File: config.mk
export PLATFORM = sky130hd
export DESIGN_NAME = led_engine_program_builder_core
export DESIGN_NICKNAME = d
export VERILOG_FILES = /design/src/hw/rtl/lepb_pkg.sv /design/src/hw/rtl/lepb_front.sv /design/src/hw/rtl/lepb_queue.sv /design/src/hw/rtl/lepb_back.sv /design/src/hw/rtl/led_engine_program_builder_core.sv
export SDC_FILE = /design/constraint.sdc
export NUM_CORES = 1
export LEC_CHECK = 0
export BUFFER_PORTS_ARGS = -buffer_cell sky130_fd_sc_hd__buf_2
export CAP_MARGIN = 0
export CORE_MARGIN = 2
export CORE_UTILIZATION = 33
export CTS_CLUSTER_SIZE = 10
export DETAILED_ROUTE_END_ITERATION = 16
export GPL_TIMING_DRIVEN = 0
export PLACE_DENSITY = 0.58
export SYNTH_ARGS = -nofsm -noshare
export SYNTH_HDL_FRONTEND = slang
export SYNTH_SLANG_ARGS = --single-unit
File: constraint.sdc
create_clock -name clk -period 7.8 [get_ports clk]
set_input_delay 1.56 -clock clk [delete_from_list [all_inputs] [get_ports clk]]
set_output_delay 1.56 -clock clk [all_outputs]
set_load 0.01 [all_outputs]
File: src/hw/rtl/lepb_pkg.sv
// Shared types, constants and helper functions of the LED engine program builder.
package lepb_pkg;

	// Kind of program carried from the front end to the word emitter.
	typedef enum logic [1:0] {
		KIND_RAMP   = 2'd0,
		KIND_BLINK  = 2'd1,
		KIND_REJECT = 2'd2
	} prog_kind_t;

	// Front end sequencer states.
	typedef enum logic {
		FRONT_IDLE = 1'b0,
		FRONT_DIV  = 1'b1
	} front_state_t;

	// One program as it travels through the queue.
	typedef struct packed {
		prog_kind_t  kind;
		logic [7:0]  level;
		logic [15:0] word1;
		logic [15:0] word3;
	} prog_rec_t;

	// Instruction encodings.
	localparam logic [15:0] OP_SET_PWM  = 16'h4000;
	localparam logic [15:0] OP_LOOP     = 16'hA081;
	localparam logic [15:0] OP_END      = 16'hC000;
	localparam logic [15:0] OP_GO_START = 16'h0000;
	localparam logic [15:0] STEP_MAX    = 16'h003F;

	// Divider shape: an 18-bit dividend retired three bits per cycle.
	localparam int DIV_BITS  = 3;
	localparam int DIV_STEPS = 6;

	// Word index codes.
	localparam logic [2:0] IDX_LAST_REJECT = 3'd0;
	localparam logic [2:0] IDX_LAST_RAMP   = 3'd3;
	localparam logic [2:0] IDX_LAST_BLINK  = 3'd4;

	// Turns a raw 16-bit step time into {prescale, step[5:0]}.
	function automatic logic [6:0] scale_step(input logic [15:0] raw);
		logic [15:0] v;
		logic        pre;
		logic [5:0]  t;
		v = raw;
		pre = 1'b0;
		if (v > STEP_MAX) begin
			v = v >> 5;
			pre = 1'b1;
		end
		if (v == 16'd0) begin
			t = 6'd1;
		end else if (v > STEP_MAX) begin
			t = 6'd63;
		end else begin
			t = v[5:0];
		end
		return {pre, t};
	endfunction

	// Builds a delay instruction word from a raw step time.
	function automatic logic [15:0] delay_word(input logic [15:0] raw);
		logic [6:0] s;
		s = scale_step(raw);
		return {1'b0, s[6], s[5:0], 8'h00};
	endfunction

endpackage

File: src/hw/rtl/lepb_front.sv
// Front end: accepts requests, runs the ramp divider and builds program records.
module lepb_front (
	input  logic               clk,
	input  logic               arst_n,
	input  logic               push,
	output logic               full,
	input  logic               mode,
	input  logic [7:0]         start_level,
	input  logic [7:0]         end_level,
	input  logic [15:0]        ramp_time,
	input  logic [15:0]        on_time,
	input  logic [15:0]        period,
	input  logic [7:0]         brightness,
	output logic               rec_valid,
	output lepb_pkg::prog_rec_t rec,
	input  logic               rec_ready
);
	import lepb_pkg::*;

	front_state_t state_q, state_d;
	prog_rec_t    hold_q;
	logic         hold_valid_q;
	logic [7:0]   rem_q, rem_d;
	logic [17:0]  dvd_q, dvd_d;
	logic [17:0]  quo_q, quo_d;
	logic [2:0]   cnt_q;
	logic [7:0]   diff_q;
	logic         down_q;
	logic         accept;
	logic         div_done;
	logic         drain;
	logic         down_in;
	logic [7:0]   diff_in;
	logic [15:0]  off_time;
	logic [6:0]   ramp_scale;

	// The hold register drains into the queue whenever the queue has room.
	assign drain     = hold_valid_q && rec_ready;
	assign full      = (state_q == FRONT_DIV) || (hold_valid_q && !rec_ready);
	assign accept    = push && !full;
	assign rec_valid = hold_valid_q;
	assign rec       = hold_q;

	// Request classification.
	assign down_in  = end_level < start_level;
	assign diff_in  = down_in ? (start_level - end_level) : (end_level - start_level);
	assign off_time = period - on_time;

	// Three restoring division steps per cycle.
	always_comb begin
		logic [8:0] r;
		logic [7:0] rm;
		logic [17:0] dv;
		logic [DIV_BITS-1:0] qb;
		rm = rem_q;
		dv = dvd_q;
		qb = '0;
		for (int j = 0; j < DIV_BITS; j++) begin
			r = {rm, dv[17]};
			dv = {dv[16:0], 1'b0};
			if (r >= {1'b0, diff_q}) begin
				r = r - {1'b0, diff_q};
				qb[DIV_BITS-1-j] = 1'b1;
			end
			rm = r[7:0];
		end
		rem_d = rm;
		dvd_d = dv;
		quo_d = {quo_q[17-DIV_BITS:0], qb};
	end

	assign ramp_scale = scale_step(quo_d[15:0]);
	assign div_done   = (state_q == FRONT_DIV) && (cnt_q == 3'(DIV_STEPS - 1));

	// Sequencer next state.
	always_comb begin
		state_d = state_q;
		case (state_q)
			FRONT_IDLE: begin
				if (accept && !mode && (start_level != end_level)) begin
					state_d = FRONT_DIV;
				end
			end
			FRONT_DIV: begin
				if (div_done) begin
					state_d = FRONT_IDLE;
				end
			end
			default: state_d = FRONT_IDLE;
		endcase
	end

	// Control registers.
	always_ff @(posedge clk or negedge arst_n) begin
		if (!arst_n) begin
			state_q <= FRONT_IDLE;
			hold_valid_q <= 1'b0;
			cnt_q <= '0;
		end else begin
			state_q <= state_d;
			if (accept) begin
				cnt_q <= '0;
			end else if (state_q == FRONT_DIV) begin
				cnt_q <= cnt_q + 3'd1;
			end
			if (div_done || (accept && (mode || (start_level == end_level)))) begin
				hold_valid_q <= 1'b1;
			end else if (drain) begin
				hold_valid_q <= 1'b0;
			end
		end
	end

	// Divider datapath and record payload.
	always_ff @(posedge clk) begin
		if (accept) begin
			rem_q  <= '0;
			dvd_q  <= {1'b0, ramp_time, 1'b0};
			quo_q  <= '0;
			diff_q <= diff_in;
			down_q <= down_in;
			hold_q.word3 <= delay_word({off_time[14:0], 1'b0});
			hold_q.word1 <= delay_word({on_time[14:0], 1'b0});
			if (mode) begin
				hold_q.kind  <= KIND_BLINK;
				hold_q.level <= brightness;
			end else if (start_level == end_level) begin
				hold_q.kind  <= KIND_REJECT;
				hold_q.level <= start_level;
			end else begin
				hold_q.kind  <= KIND_RAMP;
				hold_q.level <= start_level;
			end
		end else if (state_q == FRONT_DIV) begin
			rem_q <= rem_d;
			dvd_q <= dvd_d;
			quo_q <= quo_d;
			if (div_done) begin
				hold_q.word1 <= {1'b0, ramp_scale[6], ramp_scale[5:0], down_q, diff_q[7:1]};
			end
		end
	end

endmodule

File: src/hw/rtl/lepb_queue.sv
// Small first-in first-out queue of program records between front and back end.
module lepb_queue #(
	parameter int DEPTH = 2
) (
	input  logic                clk,
	input  logic                arst_n,
	input  logic                wr_en,
	input  lepb_pkg::prog_rec_t wr_rec,
	output logic                wr_ready,
	input  logic                rd_en,
	output lepb_pkg::prog_rec_t rd_rec,
	output logic                rd_valid
);
	import lepb_pkg::*;

	localparam int PW = (DEPTH > 1) ? $clog2(DEPTH) : 1;
	localparam int CW = $clog2(DEPTH + 1);

	prog_rec_t       mem_q [DEPTH];
	logic [PW-1:0]   wr_ptr_q;
	logic [PW-1:0]   rd_ptr_q;
	logic [CW-1:0]   count_q;
	logic            do_wr;
	logic            do_rd;

	assign wr_ready = count_q != CW'(DEPTH);
	assign rd_valid = count_q != '0;
	assign do_wr    = wr_en && wr_ready;
	assign do_rd    = rd_en && rd_valid;
	assign rd_rec   = mem_q[rd_ptr_q];

	// Pointer and fill tracking.
	always_ff @(posedge clk or negedge arst_n) begin
		if (!arst_n) begin
			wr_ptr_q <= '0;
			rd_ptr_q <= '0;
			count_q <= '0;
		end else begin
			if (do_wr) begin
				wr_ptr_q <= (wr_ptr_q == PW'(DEPTH - 1)) ? '0 : wr_ptr_q + 1'b1;
			end
			if (do_rd) begin
				rd_ptr_q <= (rd_ptr_q == PW'(DEPTH - 1)) ? '0 : rd_ptr_q + 1'b1;
			end
			if (do_wr && !do_rd) begin
				count_q <= count_q + 1'b1;
			end else if (do_rd && !do_wr) begin
				count_q <= count_q - 1'b1;
			end
		end
	end

	// Record storage.
	always_ff @(posedge clk) begin
		if (do_wr) begin
			mem_q[wr_ptr_q] <= wr_rec;
		end
	end

endmodule

File: src/hw/rtl/lepb_back.sv
// Back end: walks a program record and presents its instruction words one at a time.
module lepb_back (
	input  logic                clk,
	input  logic                arst_n,
	input  logic                rec_valid,
	input  lepb_pkg::prog_rec_t rec,
	output logic                rec_take,
	output logic                empty,
	input  logic                pop,
	output logic [15:0]         program_word,
	output logic [2:0]          word_index,
	output logic                last,
	output logic                rejected
);
	import lepb_pkg::*;

	prog_rec_t   cur_q;
	logic        cur_valid_q;
	logic [2:0]  idx_q;
	logic [2:0]  last_idx;
	logic        word_done;

	// Index of the final word for the current program.
	always_comb begin
		case (cur_q.kind)
			KIND_RAMP:   last_idx = IDX_LAST_RAMP;
			KIND_BLINK:  last_idx = IDX_LAST_BLINK;
			KIND_REJECT: last_idx = IDX_LAST_REJECT;
			default:     last_idx = IDX_LAST_REJECT;
		endcase
	end

	assign empty      = !cur_valid_q;
	assign last       = idx_q == last_idx;
	assign word_index = idx_q;
	assign rejected   = cur_q.kind == KIND_REJECT;
	assign word_done  = pop && cur_valid_q;
	assign rec_take   = !cur_valid_q || (word_done && last);

	// Word selection by position in the program.
	always_comb begin
		program_word = OP_GO_START;
		case (idx_q)
			3'd0: program_word = (cur_q.kind == KIND_REJECT) ? 16'h0000
				: (OP_SET_PWM | {8'h00, cur_q.level});
			3'd1: program_word = cur_q.word1;
			3'd2: program_word = (cur_q.kind == KIND_RAMP) ? OP_LOOP : OP_SET_PWM;
			3'd3: program_word = (cur_q.kind == KIND_RAMP) ? OP_END : cur_q.word3;
			3'd4: program_word = OP_GO_START;
			default: program_word = OP_GO_START;
		endcase
	end

	// Current program and word position.
	always_ff @(posedge clk or negedge arst_n) begin
		if (!arst_n) begin
			cur_valid_q <= 1'b0;
			idx_q <= '0;
		end else begin
			if (rec_take) begin
				cur_valid_q <= rec_valid;
				idx_q <= '0;
			end else if (word_done) begin
				idx_q <= idx_q + 3'd1;
			end
		end
	end

	always_ff @(posedge clk) begin
		if (rec_take && rec_valid) begin
			cur_q <= rec;
		end
	end

endmodule

File: src/hw/rtl/led_engine_program_builder_core.sv
// Top level of the LED engine program builder.
//
//  Channel  | Handshake        | Payload
//  ---------+------------------+----------------------------------------------------
//  request  | push / full      | mode, start_level, end_level, ramp_time, on_time,
//           |                  | period, brightness
//  words    | empty / pop      | program_word, word_index, last, rejected
//
// A blink or rejected request is offered to the queue in the cycle after it is taken;
// a ramp request holds the front end while the divider retires its 18-bit quotient
// three bits per cycle. The back end then presents one word per cycle while pop is
// held, so a program is one, four or five words long. The record queue lets the
// divider work on the next request while words are still being taken.
// Reset clears all control state asynchronously; a stalled pop holds the word.
module led_engine_program_builder_core #(
	parameter int QUEUE_DEPTH = 2
) (
	input  logic        clk,
	input  logic        arst_n,
	input  logic        push,
	output logic        full,
	input  logic        mode,
	input  logic [7:0]  start_level,
	input  logic [7:0]  end_level,
	input  logic [15:0] ramp_time,
	input  logic [15:0] on_time,
	input  logic [15:0] period,
	input  logic [7:0]  brightness,
	output logic        empty,
	input  logic        pop,
	output logic [15:0] program_word,
	output logic [2:0]  word_index,
	output logic        last,
	output logic        rejected
);
	import lepb_pkg::*;

	prog_rec_t front_rec;
	prog_rec_t queue_rec;
	logic      front_valid;
	logic      queue_ready;
	logic      queue_valid;
	logic      back_take;

	// Request intake and divider.
	lepb_front u_front (
		.clk        (clk),
		.arst_n     (arst_n),
		.push       (push),
		.full       (full),
		.mode       (mode),
		.start_level(start_level),
		.end_level  (end_level),
		.ramp_time  (ramp_time),
		.on_time    (on_time),
		.period     (period),
		.brightness (brightness),
		.rec_valid  (front_valid),
		.rec        (front_rec),
		.rec_ready  (queue_ready)
	);

	// Record queue between the two halves.
	lepb_queue #(
		.DEPTH(QUEUE_DEPTH)
	) u_queue (
		.clk     (clk),
		.arst_n  (arst_n),
		.wr_en   (front_valid),
		.wr_rec  (front_rec),
		.wr_ready(queue_ready),
		.rd_en   (back_take),
		.rd_rec  (queue_rec),
		.rd_valid(queue_valid)
	);

	// Word emitter.
	lepb_back u_back (
		.clk         (clk),
		.arst_n      (arst_n),
		.rec_valid   (queue_valid),
		.rec         (queue_rec),
		.rec_take    (back_take),
		.empty       (empty),
		.pop         (pop),
		.program_word(program_word),
		.word_index  (word_index),
		.last        (last),
		.rejected    (rejected)
	);

endmodule

# After elaboration in Yosys (flattened, before gate mapping)
# Memory sizes are Yosys's and may differ from the RTL's. A register that Yosys moved wholly into a read port is not among the register bits.
# Index checks and enable logic that the tools add are counted.
# word_totals
reg_bits,124
latch_bits,0
ramBits,64
rom_bits,0
inputBits,77
output_inout_bits,23
word_cells,140
memories,1
# classes
add_sub_neg,12
multipliers,0
n_div,0
magnitude_cmp,10
eq_ne,10
shifts,0
n_mux,47
n_bitwise,1
reduce_logical,36
# memory_table
name,words,width,rd,rd_ports_with_merged_regs,write_ports,line_no,text
u_queue.mem_q,2,32,1,1,1,lepb_queue.sv:19,prog_rec_t mem_q [DEPTH];
# op_table
operator,n
$mux W16,7
$gt A16 B6 Y1 const B,6
$pmux W16 S4,1
$mux W15,4
$logic_not A16 Y1,3
$mux W8,5
$sub A8 B8 Y8,5
$mux W17,2
$mux W6,5
$ge A9 B8 Y1,3
$sub A15 B15 Y15,1
$mux W1,14
$logic_and A1 B1 Y1,12
$mux W3,4
$reduce_bool A2 Y1,6
$mux W10,1
$eq A8 B8 Y1,1
$lt A8 B8 Y1,1
$ne A8 B8 Y1,1
$add A3 B1 Y3 const B,2
$eq A3 B2 Y1 const B,2
$logic_not A1 Y1,6
$pmux W3 S2,1
$logic_or A1 B1 Y1,4
16 further kinds,19

# Depth between registers and ports, before layout
# logic_depth
word_depth,14
mapped_depth,27
depth_no_buf,25

# Modules after synthesis
# Synthesis repeated with hierarchy kept, for this count alone.
# unflattened
cells_unflattened,949
hier_area_um2,11477.3
# modules_own_cells
module,instances,cells_per_inst,area_per_inst_um2,seq_area_each_um2
lepb_front,1,666,6089.6,2197.1
lepb_queue,1,149,3427.0,2622.5
lepb_back,1,134,1960.6,1361.3

# Worst setup path before layout
# OpenSTA, ideal clock, no wires.
# synth_path
path_type,flip-flop to flip-flop
from,register u_front.diff_q[1]
to,"register u_front.hold_q (netlist bit u_front.rec[24]), data pin"
setup_ps,271
arrival_time_ps,5386
required_time_ps,7529
slack_ps,2143
path_stages_with_launch,27
path_buffers,2
synth_period_minus_slack_ps,5657
path_cell_list,edfxtp_1 inv_1 ha_1 nor2b_1 o31ai_1 a21o_1 a32o_1 buf_6 mux2_2 inv_1 ha_1 nor2b_1 o2111ai_1 a31o_2 nor2b_1 nand3b_1 o221ai_1 ha_1 nor2b_1 o31ai_1 a21oi_1 nor4_1 o21bai_1 a221oi_2 buf_4 a21o_1 o211ai_1
# synth_via
elab_chain_cells,14
elab_cells_between_ends,19
cone_classes,add/sub: 2; order compare: 5; mux: 11; reduce/logical: 1
# synth_lines
element,line_no,text
"start, declared",lepb_front.sv:27,logic [7:0] diff_q;
"start signal, assigned",lepb_front.sv:120,diff_q <= diff_in;
$sub A8 B8 Y8 / $ge A9 B8 Y1 (equally long branches),"lepb_front.sv:62, lepb_front.sv:61",
$mux W8,lepb_front.sv:61,"if (r >= {1'b0, diff_q}) begin"
$sub A8 B8 Y8 / $ge A9 B8 Y1 (equally long branches),"lepb_front.sv:62, lepb_front.sv:61",
$mux W8,lepb_front.sv:61,
$ge A9 B8 Y1,lepb_front.sv:61,
$mux W1,lepb_front.sv:61,
$gt A16 B6 Y1,lepb_pkg.sv:48,if (v > STEP_MAX) begin
$mux W16 (*),lepb_pkg.sv:48,
$gt A16 B6 Y1,lepb_pkg.sv:54,end else if (v > STEP_MAX) begin
$mux W6,lepb_pkg.sv:54,
$mux W6 (*),lepb_pkg.sv:52,if (v == 16'd0) begin
$mux W15 (*),lepb_front.sv:138,if (div_done) begin
$mux W15 (*),lepb_front.sv:134,end else if (state_q == FRONT_DIV) begin
$mux W15 (*),lepb_front.sv:116,if (accept) begin
"end, declared",lepb_front.sv:21,prog_rec_t hold_q;
# Mark *: on every way between the ends. The rest lies on a longest branch, timed or not. The select of a mux whose other input is x is not followed.
# A chain may end at the register's enable or synchronous reset.

# Final worst setup path
# Ends and elaborated chain as after synthesis.

==> metrics.yaml <==
setup_path:
  worst-r2r-setup-slack_ns: 0.97
  cp_max_fo: 10
  endpoint_kind: "flip-flop"
  ff2ff_path_depth: 26
  path_common_cell: "sky130_fd_sc_hd__nor2b_1"
  timing.critical_path.required_ns: 7.96
  cp.buffers_inverters: 4
  timing.critical_path.slowest_stage_cell: "sky130_fd_sc_hd__o221ai_1"
  path_delay_family: "compound AO/OA/AOI/OAI gates"
  r2r_end: "u_front.rec[24]"
  startpoint_type: "flip-flop"
  regToRegStartpoint: "u_front.diff_q[1]"
  critical-path-max-stage-delay_ns: 0.52
  arrival_ns: 6.99
  setup.worst_path.class: "reg2reg"
route:
  wl_per_cell_um: 15.1
  via_per_inst: 4.94
  dr_total_vias: 6995
  drc: 0
  antenna_violating_nets_post_route: 0
  drt-pass1-iter-count: 5
  finalWirelength_um: 21400
  detail_route.iter0.violations: 401
place:
  numPortBuffers: 97
  gpl_congestion: 0.842
  dp.final_hpwl_um: 16100
  placedCellCount: 1384
floorplan:
  floorplan.core_area_um2: 29700
  floorplan_row_count: 63
  start_util: 0.336
  die_h_um: 178
  top_level_ports: 100
  floorplan.die.width_um: 178
  die_area_um2: 31700
sta:
  timing.fmax_mhz: 146
  final-hold-violation-count: 0
  timing.setup.tns_ns: 0
  post-route-min-period_ns: 6.83
  post-route-period-util: 0.875
  timing.slew.headroom: 0.247
  unrepaired_setup_endpoints_after_global_routing: "no"
  max_slew.worst_pin.slew_ns: 1.13
  report.final.setup_viol: 0
  maxSlewViolCount: 0
  finalClockSkew_ns: 0.0146
power_and_ir_drop:
  vdd_drop_max_mv: 0.397
  cellLeakagePower_nw: 4.64
  p_per_area_nw_per_um2: 486
logic_synthesis:
  synth.cell_area_um2: 9990
  synthDistinctLibCells: 73
  syn_avg_cell_area_um2: 11.1
  post-synth-top-area-fraction: 0.436
  synth_async_sr_flop_share: 0.0691
  syn_inst: 896
  largest_cells_by_area_after_synthesis: "sky130_fd_sc_hd__edfxtp_1 (44%), sky130_fd_sc_hd__ha_1 (7.6%), sky130_fd_sc_hd__dfxtp_1 (6.0%), sky130_fd_sc_hd__mux2_2 (4.7%), sky130_fd_sc_hd__nand2_1 (4.4%)"
  most_used_flip_flop_cell_after_synthesis: "sky130_fd_sc_hd__edfxtp_1"
  ys_ff_latch: 188
  synthesis.yosys.warnings: 0
  synth_edf_count: 145
  synth_fp_nets: 1040
  sequential_share_of_the_synthesized_area: 0.529
  synth_largest_area_cell: "sky130_fd_sc_hd__edfxtp_1"
final_layout:
  antenna_cell_count: 0
  ratio_of_cells_with_drive_above_1_in_the_final_layout: 0.183
  syn_to_final_growth_pct: 16.2
  non_filler_instance_count_after_layout: 1416
  leading_cell_type_in_the_layout_fill_and_taps_excluded: "sky130_fd_sc_hd__edfxtp_1"
  highest_count_cells_in_the_layout_ignoring_fill_and_taps: "sky130_fd_sc_hd__edfxtp_1 (145), sky130_fd_sc_hd__nand2_1 (118), sky130_fd_sc_hd__buf_2 (101)"
  utilization: 0.390
  nets: 1157
global_routing:
  global_routing_usage_on_met2: 0.232
  grt_start_max_net_pins: 36
  grt_pass1_vias: 6958
  gr-usage-all-layers: 0.140
  grt_overflow_total: 0
  grt_first_pass_wirelength_um: 34900
  groute.layer.met1.usage: 0.186
  grt_antenna_before_repair: 0
  met3_global_route_usage: 0.0240
  grt.busiest_layer: "met2"
clock_tree:
  htree_levels: 4
  clockRootBuffer: "sky130_fd_sc_hd__clkbuf_16"
  clockBufferDepth: 2
  total_clock_buffers_created_by_cts: 17
  post_cts_resized: 0
  cts_sinks: 188
  clkLatencyLatePin_ns: 0.43
  cts_setup_buffers: 0
  tritoncts: "yes"
  cts.reportedPaths.clkPinSlew_ns: 0.08
  hold_buffer_count_at_cts: 0
hold_path:
  worst_hold_path_depth: 0
  hold_path.startpoint: "u_front.rec[21]"
  timing.hold.worst.class: "reg2reg"
  holdPathEnd: "u_queue.mem_q[1][12]"
flow_run:
  number_of_maximum_capacitance_violations: 0
run_status:
  run_status: "finished, final reports clean"
[worst register-to-register path, cell delays in order (launching register included)]
cell	delay (ns)
sky130_fd_sc_hd__edfxtp_1	0.43
sky130_fd_sc_hd__inv_1	0.29
sky130_fd_sc_hd__ha_1	0.31
sky130_fd_sc_hd__nor2b_1	0.16
sky130_fd_sc_hd__o31ai_1	0.29
sky130_fd_sc_hd__a21o_1	0.21
sky130_fd_sc_hd__a32o_1	0.19
sky130_fd_sc_hd__buf_6	0.15
sky130_fd_sc_hd__mux2_2	0.38
sky130_fd_sc_hd__inv_1	0.07
sky130_fd_sc_hd__ha_1	0.23
sky130_fd_sc_hd__nor2b_1	0.15
sky130_fd_sc_hd__o2111ai_1	0.21
sky130_fd_sc_hd__a31o_2	0.22
sky130_fd_sc_hd__nor2b_1	0.07
sky130_fd_sc_hd__nand3b_1	0.43
sky130_fd_sc_hd__o221ai_1	0.52
sky130_fd_sc_hd__ha_1	0.33
sky130_fd_sc_hd__nor2b_1	0.14
sky130_fd_sc_hd__o31ai_1	0.40
sky130_fd_sc_hd__a21oi_1	0.15
sky130_fd_sc_hd__nor4_1	0.20
sky130_fd_sc_hd__o21bai_1	0.13
sky130_fd_sc_hd__a221oi_2	0.40
sky130_fd_sc_hd__buf_4	0.29
sky130_fd_sc_hd__a21o_1	0.13
sky130_fd_sc_hd__o211ai_1	0.08
[stage by stage]
step                      area (um2)  worst slack [ns]  total power, mW  hold slack [ns]
after floorplan                 9990              2.14             4.01            0.418
after global placement         11000              1.01             4.70            0.426
after detailed placement       11000             0.965             4.76            0.435
after CTS                      11600             0.959             5.67            0.448
after global routing           11600             0.454             6.12            0.459
final                          11600             0.974             5.64            0.449
[cells by family after synthesis]
| kind of cell | share of synthesized area |
|---|---|
| fa+ha+maj | 0.0885 |
| buf+inv | 0.0383 |
| flops | 0.529 |
| mux | 0.0647 |
| simple gates | 0.119 |
| xor+xnor | 0.0281 |
| compound gates | 0.132 |
[flip-flops by register name, summed over array words and instances, names as in the netlist, 8 cells and up]
register / count
u_queue.mem_q: 64
u_back.cur_q: 32
u_front.rec: 32
u_front.dvd_q: 17
u_front.quo_q: 13
u_front.diff_q: 8
u_front.rem_q: 8
[routing by layer]
metal  up-vias  routed length [um]
li1       3528                   -
met1      3312               10100
met2       135               10200
met3        20                 760
met4         0                 324
met5         -                   0
[where the power goes]
part           switching [mW]  internal, mW
Sequential              0.161          1.50
Combinational            1.73          1.36
Clock                   0.400         0.484
Total                    2.29          3.35
[synthesized netlist by cell type (all sizes together) (7+ instances only)]
master,instances
a211oi,12
o211ai,7
mux2,44
a22o,13
buf,7
o21ai,62
edfxtp,145
clkbuf,21
dfxtp,30
mux2i,15
inv,70
nand2,118
nand3,22
xnor2,20
nor2,37
a21o,7
ha,61
nand4,7
dfrtp,13
nor4,8
o22ai,10
o21a,11
nor2b,10
xor2,12
nor3,14
a21oi,30
nand2b,11
and3,7
[worst max-delay path by stage]
| stage | start | to | slack (ns) | depth (start not counted) |
|---|---|---|---|---|
| 3_3_place_gp | u_front.diff_q[1] | u_front.rec[24] | 1.01 | 26 |
| 3_5_place_dp | u_front.diff_q[1] | u_front.rec[24] | 0.97 | 26 |
| 4_1_cts | u_front.diff_q[1] | u_front.rec[24] | 0.96 | 26 |
| 6_report | u_front.diff_q[1] | u_front.rec[24] | 0.97 | 26 |
| 5_1_grt | u_front.diff_q[1] | u_front.rec[24] | 0.45 | 26 |
| 2_1_floorplan | u_front.diff_q[1] | u_front.rec[24] | 2.14 | 26 |
[final cells by class]
class,instances,area (um2)
buffer,28,121
clock buffer,17,425
clock inverter,15,179
fill,2913,18100
inverter,70,263
multi-input combinational,610,4330
sequential,188,5280
tap,390,488
timing repair buffer,98,513
(Power assumes the default switching activity.)
